### config.mk
export PLATFORM = sky130hd
export DESIGN_NAME = aes_table
export DESIGN_NICKNAME = d
export VERILOG_FILES = /design/src/aes_table.sv
export SDC_FILE = /design/constraint.sdc
export NUM_CORES = 2
export LEC_CHECK = 0
export ABC_AREA = 1
export BUFFER_PORTS_ARGS = -buffer_cell sky130_fd_sc_hd__clkbuf_2
export CAP_MARGIN = 5
export CORE_MARGIN = 2
export CORE_UTILIZATION = 35
export CTS_CLUSTER_SIZE = 40
export DETAILED_ROUTE_END_ITERATION = 16
export HOLD_SLACK_MARGIN = 0.06
export REMOVE_ABC_BUFFERS = 1
export SLEW_MARGIN = 20
export SYNTH_ARGS = -nofsm -noshare
export SYNTH_HDL_FRONTEND = slang
export SYNTH_MEMORY_MAX_BITS = 65536
export SYNTH_SLANG_ARGS = --single-unit
### constraint.sdc
create_clock -name clk -period 9.9 [get_ports clk]
set_clock_uncertainty 0.2 [all_clocks]
set_input_delay 2.97 -clock clk [delete_from_list [all_inputs] [get_ports clk]]
set_output_delay 2.97 -clock clk [all_outputs]
set_load 0.01 [all_outputs]
### src/aes_table.sv
// cumulative frequency table memory, one port, registered read
module aes_table #(
	parameter int DEPTH = 257,
	parameter int ADDR_W = 9
) (
	input  logic              clk,
	input  logic              we,
	input  logic [ADDR_W-1:0] addr,
	input  logic [15:0]       wdata,
	output logic [15:0]       rdata
);
	logic [15:0] mem [DEPTH];

	// read first: a read during a write returns the old word
	always_ff @(posedge clk) begin
		if (we) begin
			mem[addr] <= wdata;
		end
		rdata <= mem[addr];
	end
endmodule

Yosys cells after proc, flatten, opt, wreduce, memory -nomap -nowiden

Memories as Yosys holds them, arrays and structs flattened. A register that Yosys moved wholly into a read port is not among the register bits.
Index checks and enable logic that the tools add are counted.

Bits in registers: 0
RAM bits: 4,112
Output and inout bits: 16
Memories kept: 1

Memories:

| name | depth | width | read ports | clocked after memory_dff | write ports | line | RTL |
|---|---|---|---|---|---|---|---|
| mem  | 257   | 16    | 1          | 1                        | 1           | 12   | `logic [15:0] mem [DEPTH];` |

Multiplexer cells: 2

Operators by type and width:

| operator         | count |
|---|---|
| 1-bit 2-to-1 mux | 2 |

Logic depth before layout (Yosys ltp)

Depth after elaboration: 2
Gate-level depth with buffers: 18

Least setup slack after synthesis

OpenSTA, ideal clock, no wires.

Path type: input-to-reg
Start point: in addr[0]
End point: mem mem[256][0] (enable)
Setup time: 432 ps
Data arrival time: 5,476 ps
Data required time: 9,268 ps
Slack: 3,793 ps
Stages: 7
Path buffers: 4
Cell sequence: buf_6 buf_6 nor2_8 buf_2 buf_2 nand3_1 nor4_1

RTL lines:

| what               | line | RTL |
|---|---|---|
| start: declaration | 8    | `input logic [ADDR_W-1:0] addr,` |
| end: declaration   | 12   |  |

No word-level cell before the write port.

==> flow_summary.json <==
{
  "rsz0062_at_grt": "no",
  "grt_pass1_wl_um": 700000,
  "first_pass_iters": 6,
  "setup_viol": 0,
  "cp_top_family": "simple AND/OR/NAND/NOR gates",
  "gp_congestion": 0.864,
  "fin_crit_ns": 6.43,
  "netlist_instances": 13900,
  "intPower_mw": 28.3,
  "ys_ff_latch": 4128,
  "port_buffers": 42,
  "p_leak_nw": 67.8,
  "outcome": "finished clean",
  "yosys.cell_types.count": 24,
  "maxCapViolCount": 0,
  "path_max_fanout": 91,
  "clockBufferDepth": 4,
  "place_hpwl_um": 269000,
  "cp_data_required_time_ns": 10.54,
  "layout_commonest_cell": "nand2_1",
  "synth_warnings": 0,
  "comb_power_share_pct": 5.4,
  "start_util_pct": 35.2,
  "ir_drop_v": 0.000158,
  "cts_max_level": 5,
  "dieArea_um2": 472000,
  "worstPathArrival_ns": 7.07,
  "fmax_ghz": 0.156,
  "min_period_over_period_pct": 64.9,
  "crit_path_end_kind": "flop",
  "min_path_type": "flop to flop",
  "path_class": "input pin to flop",
  "areaGrowthSynthToFinish_pct": 13.4,
  "drc": 0,
  "crit_slowest_cell": "nor2_1",
  "drt_iter0_markers": 13100,
  "sw_frac_of_total_pct": 22.5,
  "finalPower_mw": 36.5,
  "gr-usage-all-layers_pct": 20.0,
  "root_buffer": "clkbuf_16",
  "clock-sinks": 4128,
  "rows": 250,
  "grt_antenna_before_repair": 17,
  "ctsResizeCount": 0,
  "pwr-share-seq_pct": 52.8,
  "cts-hold-fix-buffers": 0,
  "power_density_nw_per_um2": 197,
  "path_common_cell": "nand2_1",
  "reg2reg_slack_ns": 6.91,
  "place_area_um2": 172000,
  "path_cells": "buf_8 -> buf_4 -> nor2_4 -> buf_12 -> buf_12 -> nand2_1 -> nand4_1 -> nand2_1 -> nand2_1 -> o21ai_1 -> nand2_1 -> nor2_1 -> nor2_1 -> nor2_1 -> nand2_1",
  "pwr-share-clk_pct": 41.9,
  "wl_per_cell_um": 23.6,
  "gr-total-overflow": 0,
  "switchingPower_mw": 8.23,
  "drive_gt1_share_pct": 7.40,
  "post_cts_buffers": 0,
  "core_um2": 464000,
  "grt_max_degree": 183,
  "cp_num_buf_inv": 4,
  "numCtsBuffers": 416,
  "clock_latency_ns": 1.00,
  "totalWireLength_um": 486000,
  "layout_common_cells": "nand2_1 (7116), edfxtp_1 (4112), nor2_1 (561)",
  "cts_tree": "yes",
  "max_stage_delay_ns": 0.74,
  "routed-via-count": 105000,
  "io_pins": 43,
  "drt-vias-per-instance": 5.11,
  "nets": 14100,
  "fp.dieH_um": 687,
  "worst_pin_slew_ns": 1.15,
  "preCtsSetupSlack_ns": 2.52,
  "slew_headroom_pct": 23.2,
  "seq_area_frac_synth_pct": 75.7,
  "grt_pass1_vias": 98300,
  "stdcell_area_um2": 185000,
  "final_antenna_net_count": 0,
  "slew_viol_final": 0,
  "setup_ws_ns": 3.47,
  "die_w_um": 687,
  "avgSynthCellArea_um2": 11.7,
  "netlist_area_um2": 163000,
  "clkTransAtPathRegs_ns": 0.06,
  "critPathLaunchType": "input pin",
  "setup_tns_ns": 0,
  "finalHoldViolCount": 0
}
cell type report:
| cell class | instances | area (um^2) |
|---|---|---|
| inverter | 41 | 229 |
| antenna | 6 | 15.0 |
| clock inverter | 242 | 2100 |
| tap | 6174 | 7720 |
| sequential | 4128 | 124000 |
| fill | 43400 | 279000 |
| multi-input combinational | 9025 | 36300 |
| clock buffer | 514 | 10900 |
| timing repair buffer | 466 | 4290 |
cells in the mapped netlist (all sizes together):
library cell | number | share of area (%)
a22oi | 116 | 0.53
o21ai | 407 | 1.2
a21oi | 229 | 0.70
dfxtp | 16 | 0.20
nor4 | 1 | 0.0038
nand3 | 290 | 0.89
edfxtp | 4112 | 76
inv | 39 | 0.096
nor3 | 1 | 0.0031
clkinv | 2 | 0.0046
nor2 | 571 | 1.3
clkbuf | 274 | 0.63
buf | 453 | 1.4
nand2 | 7130 | 16
nand4 | 280 | 1.1
flip-flops by register name, summed over array words and instances, names as in the netlist:
signal  flops
rdata      16
mem      4112
worst paths after layout:
| path | start | depth (start not counted) | endpoint |
|---|---|---|---|
| min reg2reg | mem[256][11] | 4 | rdata[11] |
| max | addr[1] | 15 | rdata[10] |
| min | mem[256][11] | 4 | rdata[11] |
| max reg2reg | mem[103][3] | 14 | rdata[3] |
cell families after synthesis:
kind of cell           after synthesis  share of synthesized area, %
buffers and inverters              768                          2.10
DFF                               4128                          75.7
and+or+nand+nor                   8273                          19.7
AOI/OAI and AO/OA                  752                          2.48
stage by stage:
stage                     instances  util (%)  hold slack, ns
final                         20600      39.9           0.378
after global routing          20600      39.9           0.438
after CTS                     20600      39.9           0.379
after detailed placement      19800      37.1           0.361
after global placement        19800      37.1           0.364
after floorplan               13200         -           0.289
metal layers:
metal	GRT usage, %	share of wire, %
met4	6.67	3.6
met5	0	0.0084
met2	31.7	46
met1	28.1	42
met3	2.98	8.8
power groups by stage:
stage	registers [mW]	clock network, mW	logic, mW
after floorplan	19.6	0	0.949
after global placement	19.6	0	1.93
after detailed placement	19.6	0	1.95
after CTS	19.3	15.4	1.95
after global routing	19.3	16.1	2.10
final	19.3	15.3	1.96
tightest hold or removal path, cell delays in order (launching register included):
cell,delay (ns)
edfxtp_1,0.32
nand2_1,0.05
nand2_1,0.06
nor2_1,0.06
nand2_1,0.06
No activity file was read; power rests on OpenSTA's default activity.
