### config.mk
export PLATFORM = sky130hd
export DESIGN_NAME = aes_div
export DESIGN_NICKNAME = d
export VERILOG_FILES = /design/src/aes_div.sv
export SDC_FILE = /design/constraint.sdc
export NUM_CORES = 1
export LEC_CHECK = 0
export ABC_CLOCK_PERIOD_IN_PS = 3700
export BUFFER_PORTS_ARGS = -buffer_cell sky130_fd_sc_hd__buf_2
export CAP_MARGIN = 20
export CORE_ASPECT_RATIO = 1.2
export CORE_MARGIN = 2
export CORE_UTILIZATION = 38
export DETAILED_ROUTE_END_ITERATION = 6
export GPL_TIMING_DRIVEN = 0
export SLEW_MARGIN = 20
export SYNTH_ARGS = -nofsm -noshare
export SYNTH_HDL_FRONTEND = slang
export SYNTH_SLANG_ARGS = --single-unit
### constraint.sdc
create_clock -name clk -period 3.7 [get_ports clk]
set_input_delay 0.74 -clock clk [delete_from_list [all_inputs] [get_ports clk]]
set_output_delay 0.74 -clock clk [all_outputs]
set_load 0.005 [all_outputs]
### src/aes_div.sv
// restoring divider, one quotient bit per cycle
module aes_div #(
	parameter int NUM_W = 48,
	parameter int DEN_W = 16
) (
	input  logic             clk,
	input  logic             arst_n,
	input  logic             start,
	input  logic [NUM_W-1:0] num,
	input  logic [DEN_W-1:0] den,
	output logic             done,
	output logic [NUM_W-1:0] quo
);
	localparam int CNT_W = $clog2(NUM_W + 1);

	logic [NUM_W-1:0] quo_q;
	logic [DEN_W:0]   rem_q;
	logic [DEN_W-1:0] den_q;
	logic [CNT_W-1:0] cnt_q;
	logic             busy_q;
	logic [DEN_W:0]   trial;
	logic [DEN_W:0]   diff;

	// shift in next numerator bit and try a subtract
	always_comb begin
		trial = {rem_q[DEN_W-1:0], quo_q[NUM_W-1]};
		diff  = trial - {1'b0, den_q};
	end

	// busy and count; done flags the finished quotient once the count reaches zero
	always_ff @(posedge clk or negedge arst_n) begin
		if (!arst_n) begin
			busy_q <= 1'b0;
			cnt_q  <= '0;
		end else if (start) begin
			busy_q <= 1'b1;
			cnt_q  <= CNT_W'(NUM_W);
		end else if (busy_q) begin
			if (cnt_q == '0) begin
				busy_q <= 1'b0;
			end else begin
				cnt_q <= cnt_q - 1'b1;
			end
		end
	end

	// datapath
	always_ff @(posedge clk) begin
		if (start) begin
			quo_q <= num;
			rem_q <= '0;
			den_q <= den;
		end else if (busy_q && cnt_q != '0) begin
			if (!diff[DEN_W]) begin
				rem_q <= diff;
				quo_q <= {quo_q[NUM_W-2:0], 1'b1};
			end else begin
				rem_q <= trial;
				quo_q <= {quo_q[NUM_W-2:0], 1'b0};
			end
		end
	end

	assign done = busy_q && (cnt_q == '0);
	assign quo  = quo_q;
endmodule

# Word level (Yosys, flattened, before mapping)

Cells that the tools add are included.

Register bits after elaboration: 87
Input bits: 67
Output and inout bits: 49
Word-level logic and storage cells: 25

Add/sub/neg operators: 2
Eq/ne operators: 1
Muxes and demuxes: 10
Reductions and logical operators: 7

Operators with widths:

| kind                                             | count |
|---|---|
| two-way mux 48 bit                               | 2 |
| two-way mux 6 bit                                | 3 |
| subtractor 17 x 16 -> 17 bit                     | 1 |
| two-way mux 16 bit                               | 1 |
| logical NOT 6 bit                                | 1 |
| nonzero test 6 bit                               | 1 |
| subtractor 6 x 1 -> 6 bit, second input constant | 1 |
| two-way mux 1 bit                                | 4 |
| nonzero test 2 bit                               | 2 |
| logical AND 1 bit                                | 2 |
| != test 2 bit, second input constant             | 1 |
| AND reduction 2 bit                              | 1 |

# Depth between registers and ports, before layout

Word-level depth: 4
Gate-level depth with buffers: 11
Depth with buffers taken out: 10

# Worst setup path after synthesis

OpenSTA, ideal clock, no wires.

Path kind: register to register
From: reg cnt_q[0]
To: reg quo_q[0] (netlist: quo[0]), enable pin
Library setup time: 478 ps
Arrival: 2,154 ps
Data required time: 3,222 ps
Path slack: 1,068 ps
Cell stages (with the launch flop): 9
Path buffers: 1
Clock period less this slack: 2,632 ps
Path through: dfrtp_1 > inv_1 > ha_1 > nand2b_1 > nor4_1 > nor2b_1 > clkbuf_1 > nor2_1 > inv_1

Longest elaborated chain between the ends: 3

Ends and longest elaborated chain:

| what                         | RTL line | source |
|---|---|---|
| start: declaration           | 19       | `logic [CNT_W-1:0] cnt_q;` |
| start signal: assignment     | 37       | `cnt_q <= CNT_W'(NUM_W);` |
| start signal: assignment     | 42       | `cnt_q <= cnt_q - 1'b1;` |
| nonzero test 6 bit           | 53       | `end else if (busy_q && cnt_q != '0) begin` |
| logical AND 1 bit            | 53       |  |
| nonzero test 2 bit (no line) | -        |  |
| end signal: assignment       | 50       | `quo_q <= num;` |
| end signal: assignment       | 56       | `quo_q <= {quo_q[NUM_W-2:0], 1'b1};` |
| end signal: assignment       | 59       | `quo_q <= {quo_q[NUM_W-2:0], 1'b0};` |
| end: declaration             | 16       | `logic [NUM_W-1:0] quo_q;` |

No other way between the ends.
A chain may end at the register's enable or synchronous reset.

# Worst setup path in the final report

From: reg cnt_q[0]
To: reg quo_q[44] (netlist: quo[44]), enable pin

The elaborated chain is that of the path after synthesis.

==> flow_summary.ini <==
[sta]
rsz0062_at_grt = no
max_freq_mhz = 338
fin_crit_ps = 2960
slew_violations = 0
period_share = 0.799
worst_slew_pin_slew_ps = 819
hold_viol_final = 0
finClkSkew_ps = 5.06
relSlewSlack = 0.452
fin_ws_ps = 744
final-setup-viol-count = 0

[synthesis]
synth_xor_xnor_area_share = 0.0276
synth-simple-area-share = 0.0884
syn_area_um2 = 4440
synth_fp_nets = 446
ys_ff_latch = 87
synth_enable_flop_cells = 64
synth.area.mux_share = 0.149
syn_area_per_cell_um2 = 12.3
ys_seq_area_frac = 0.544
synth_cells = 360
ys.flop_type = edfxtp_1
synth_fa_ha_area_frac = 0.0552
synth_cell_type_count = 52
async_reset_ff_frac = 0.0805
synth_compound_area_frac = 0.101
yosysWarningCount = 0
synth_top_family_by_area = multiplexers

[floorplan]
die_area_um2 = 12600
core-area_um2 = 11500
num_rows = 43
io_pins = 116
die_height_um = 122
fp.dieW_um = 103
start_util = 0.388

[route]
routed_wl_mm = 9.81
route.detailed.wl_per_inst_um = 15.1
dr.pass1.iters = 4
antenna_left = 0
vias = 3234
via_per_inst = 4.98
drc = 0
drt-initial-drc-count = 135

[global_route]
grt_pass1_wl_mm = 16.3
overflow = 0
grt_pass1_vias = 3397
grt_max_degree = 29
track_usage = 0.168
antenna_found_initial = 0

[pwr]
p_per_area_nw_per_um2 = 565
power_leakage_nw = 2.33
ir_drop_uv = 283

[run_status]
outcome = finished clean

[setup_path]
crit_chain = inv_1 -> ha_1 -> nand2b_1 -> nor4_1 -> nor2b_1 -> clkbuf_1 -> nor2_1 -> inv_2 -> buf_12
end_kind = register
startpoint_type = register
worstPathRequired_ps = 3780
path_max_fanout = 28
max_stage_delay_ps = 660
crit_arrival_ps = 3030
cp_slowest_cell = nor2_1
critPathKind = register to register

[placed_design]
hpwl_mm = 7.39
pre_cts_slack_ps = 574
dp_cells = 633
portBuffers = 115
post_dp_cell_area_um2 = 5240
gp_congestion = 0.822

[finish]
drive_above_1_share = 0.374
fin_nets = 573
finalNonFillerCells = 649
final_common_cell = buf_2
fin_area_um2 = 5500
diodes = 0
syn_to_final_growth_pct = 23.9
layout_common_cells = buf_2, edfxtp_1, mux2_2, inv_1, nor2_1

[run]
drv_cap = 0

[clock_tree]
clk_pin_slew_worst_paths_ps = 60
ctsResizeCount = 0
cts_tree = built
hold_buffers = 0
cts_sinks = 87
clockBufferDepth = 2
root_buffer = clkbuf_16
worstSkewPairLatency_ps = 330
htreeDepth = 3
cts_setup_buffers = 0
numCtsBuffers = 9

[hold_path]
worst_hold_path_type = primary input to async pin
## sequential cells by signal, summed over array words and instances (netlist names)
signal  flops
busy_q      1
cnt_q       6
den_q      16
quo        48
rem_q      16
## synthesized netlist by cell type, types with 3 or more instances
library cell / number / area, um^2
dfxtp_1: 16 / 320
nand3_1: 5 / 25.0
dfrtp_1: 7 / 175
xnor2_1: 10 / 87.6
and3_1: 3 / 18.8
and2_1: 3 / 18.8
nand4_1: 3 / 18.8
nand2b_1: 11 / 68.8
mux2i_1: 12 / 120
nor3_1: 3 / 15.0
clkbuf_1: 9 / 33.8
inv_1: 23 / 86.3
nor2_1: 20 / 75.1
a21oi_1: 12 / 60.1
a211oi_1: 9 / 67.6
xor2_1: 4 / 35.0
nor4_1: 4 / 25.0
mux2_2: 48 / 541
a22o_1: 3 / 26.3
a21o_1: 4 / 30.0
o31a_1: 4 / 35.0
ha_1: 18 / 225
nand2_1: 18 / 67.6
edfxtp_1: 64 / 1920
o21ai_0: 16 / 80.1
## power by group
group / total [mW] / leakage [nW] / internal (mW) / switching [mW]
clock network: 0.827 / 0.134 / 0.471 / 0.357
registers: 1.30 / 0.876 / 1.21 / 0.0916
logic: 0.981 / 1.32 / 0.489 / 0.491
total: 3.11 / 2.33 / 2.17 / 0.940
## final timing paths
check                                 startpoint               endpoint  slack [ps]  depth (start not counted)
max reg2reg                 cnt_q[0]$_DFFE_PN0P_      quo[44]$_DFFE_PP_         740                          9
max in group asynchronous                 arst_n   cnt_q[1]$_DFFE_PN0P_        3310                          1
min reg2reg                rem_q[2]$_SDFFE_PP0P_  rem_q[2]$_SDFFE_PP0P_         480                          2
max                         cnt_q[0]$_DFFE_PN0P_      quo[44]$_DFFE_PP_         740                          9
min                                       arst_n   cnt_q[5]$_DFFE_PN0P_         230                          1
min in group clk           rem_q[2]$_SDFFE_PP0P_  rem_q[2]$_SDFFE_PP0P_         480                          2
## worst max-delay path: cells and delay by family (launching register included)
kind                       cells  cell delay (ps)
and+or+nand+nor                4             1100
DFF                            1              400
adders and majority gates      1              150
buffers and inverters          4             1020
## through the flow
stage / utilization / power, mW / hold slack [ps] / TNS, ps
after floorplan: - / 2.02 / 444 / 0
after global placement: 0.455 / 2.29 / 471 / -3280
after global routing: 0.480 / 3.31 / 232 / 0
after detailed placement: 0.457 / 2.30 / 479 / 0
final: 0.480 / 3.11 / 234 / 0
after CTS: 0.480 / 3.14 / 225 / 0
## final cells by class
| class | count | area, um^2 |
|---|---|---|
| buffer | 14 | 68.8 |
| clock buffer | 12 | 246 |
| clock inverter | 4 | 22.5 |
| fill | 1074 | 5960 |
| inverter | 23 | 86.3 |
| multi-input combinational | 236 | 1870 |
| sequential | 87 | 2420 |
| tap | 157 | 196 |
| timing repair buffer | 116 | 596 |
## logic make-up after synthesis
family,count (synthesis)
simple gates,78
xor+xnor,14
fa+ha+maj,19
mux,60
buf+inv,37
flops,87
compound gates,65
## per-layer routing
| layer | global-route usage | routed length [um] |
|---|---|---|
| met1 | 0.191 | 3990 |
| met2 | 0.286 | 4850 |
| met3 | 0.0564 | 742 |
| met4 | 0.0742 | 225 |
| met5 | 0 | 0 |
Power figures use the tool's default switching activity.
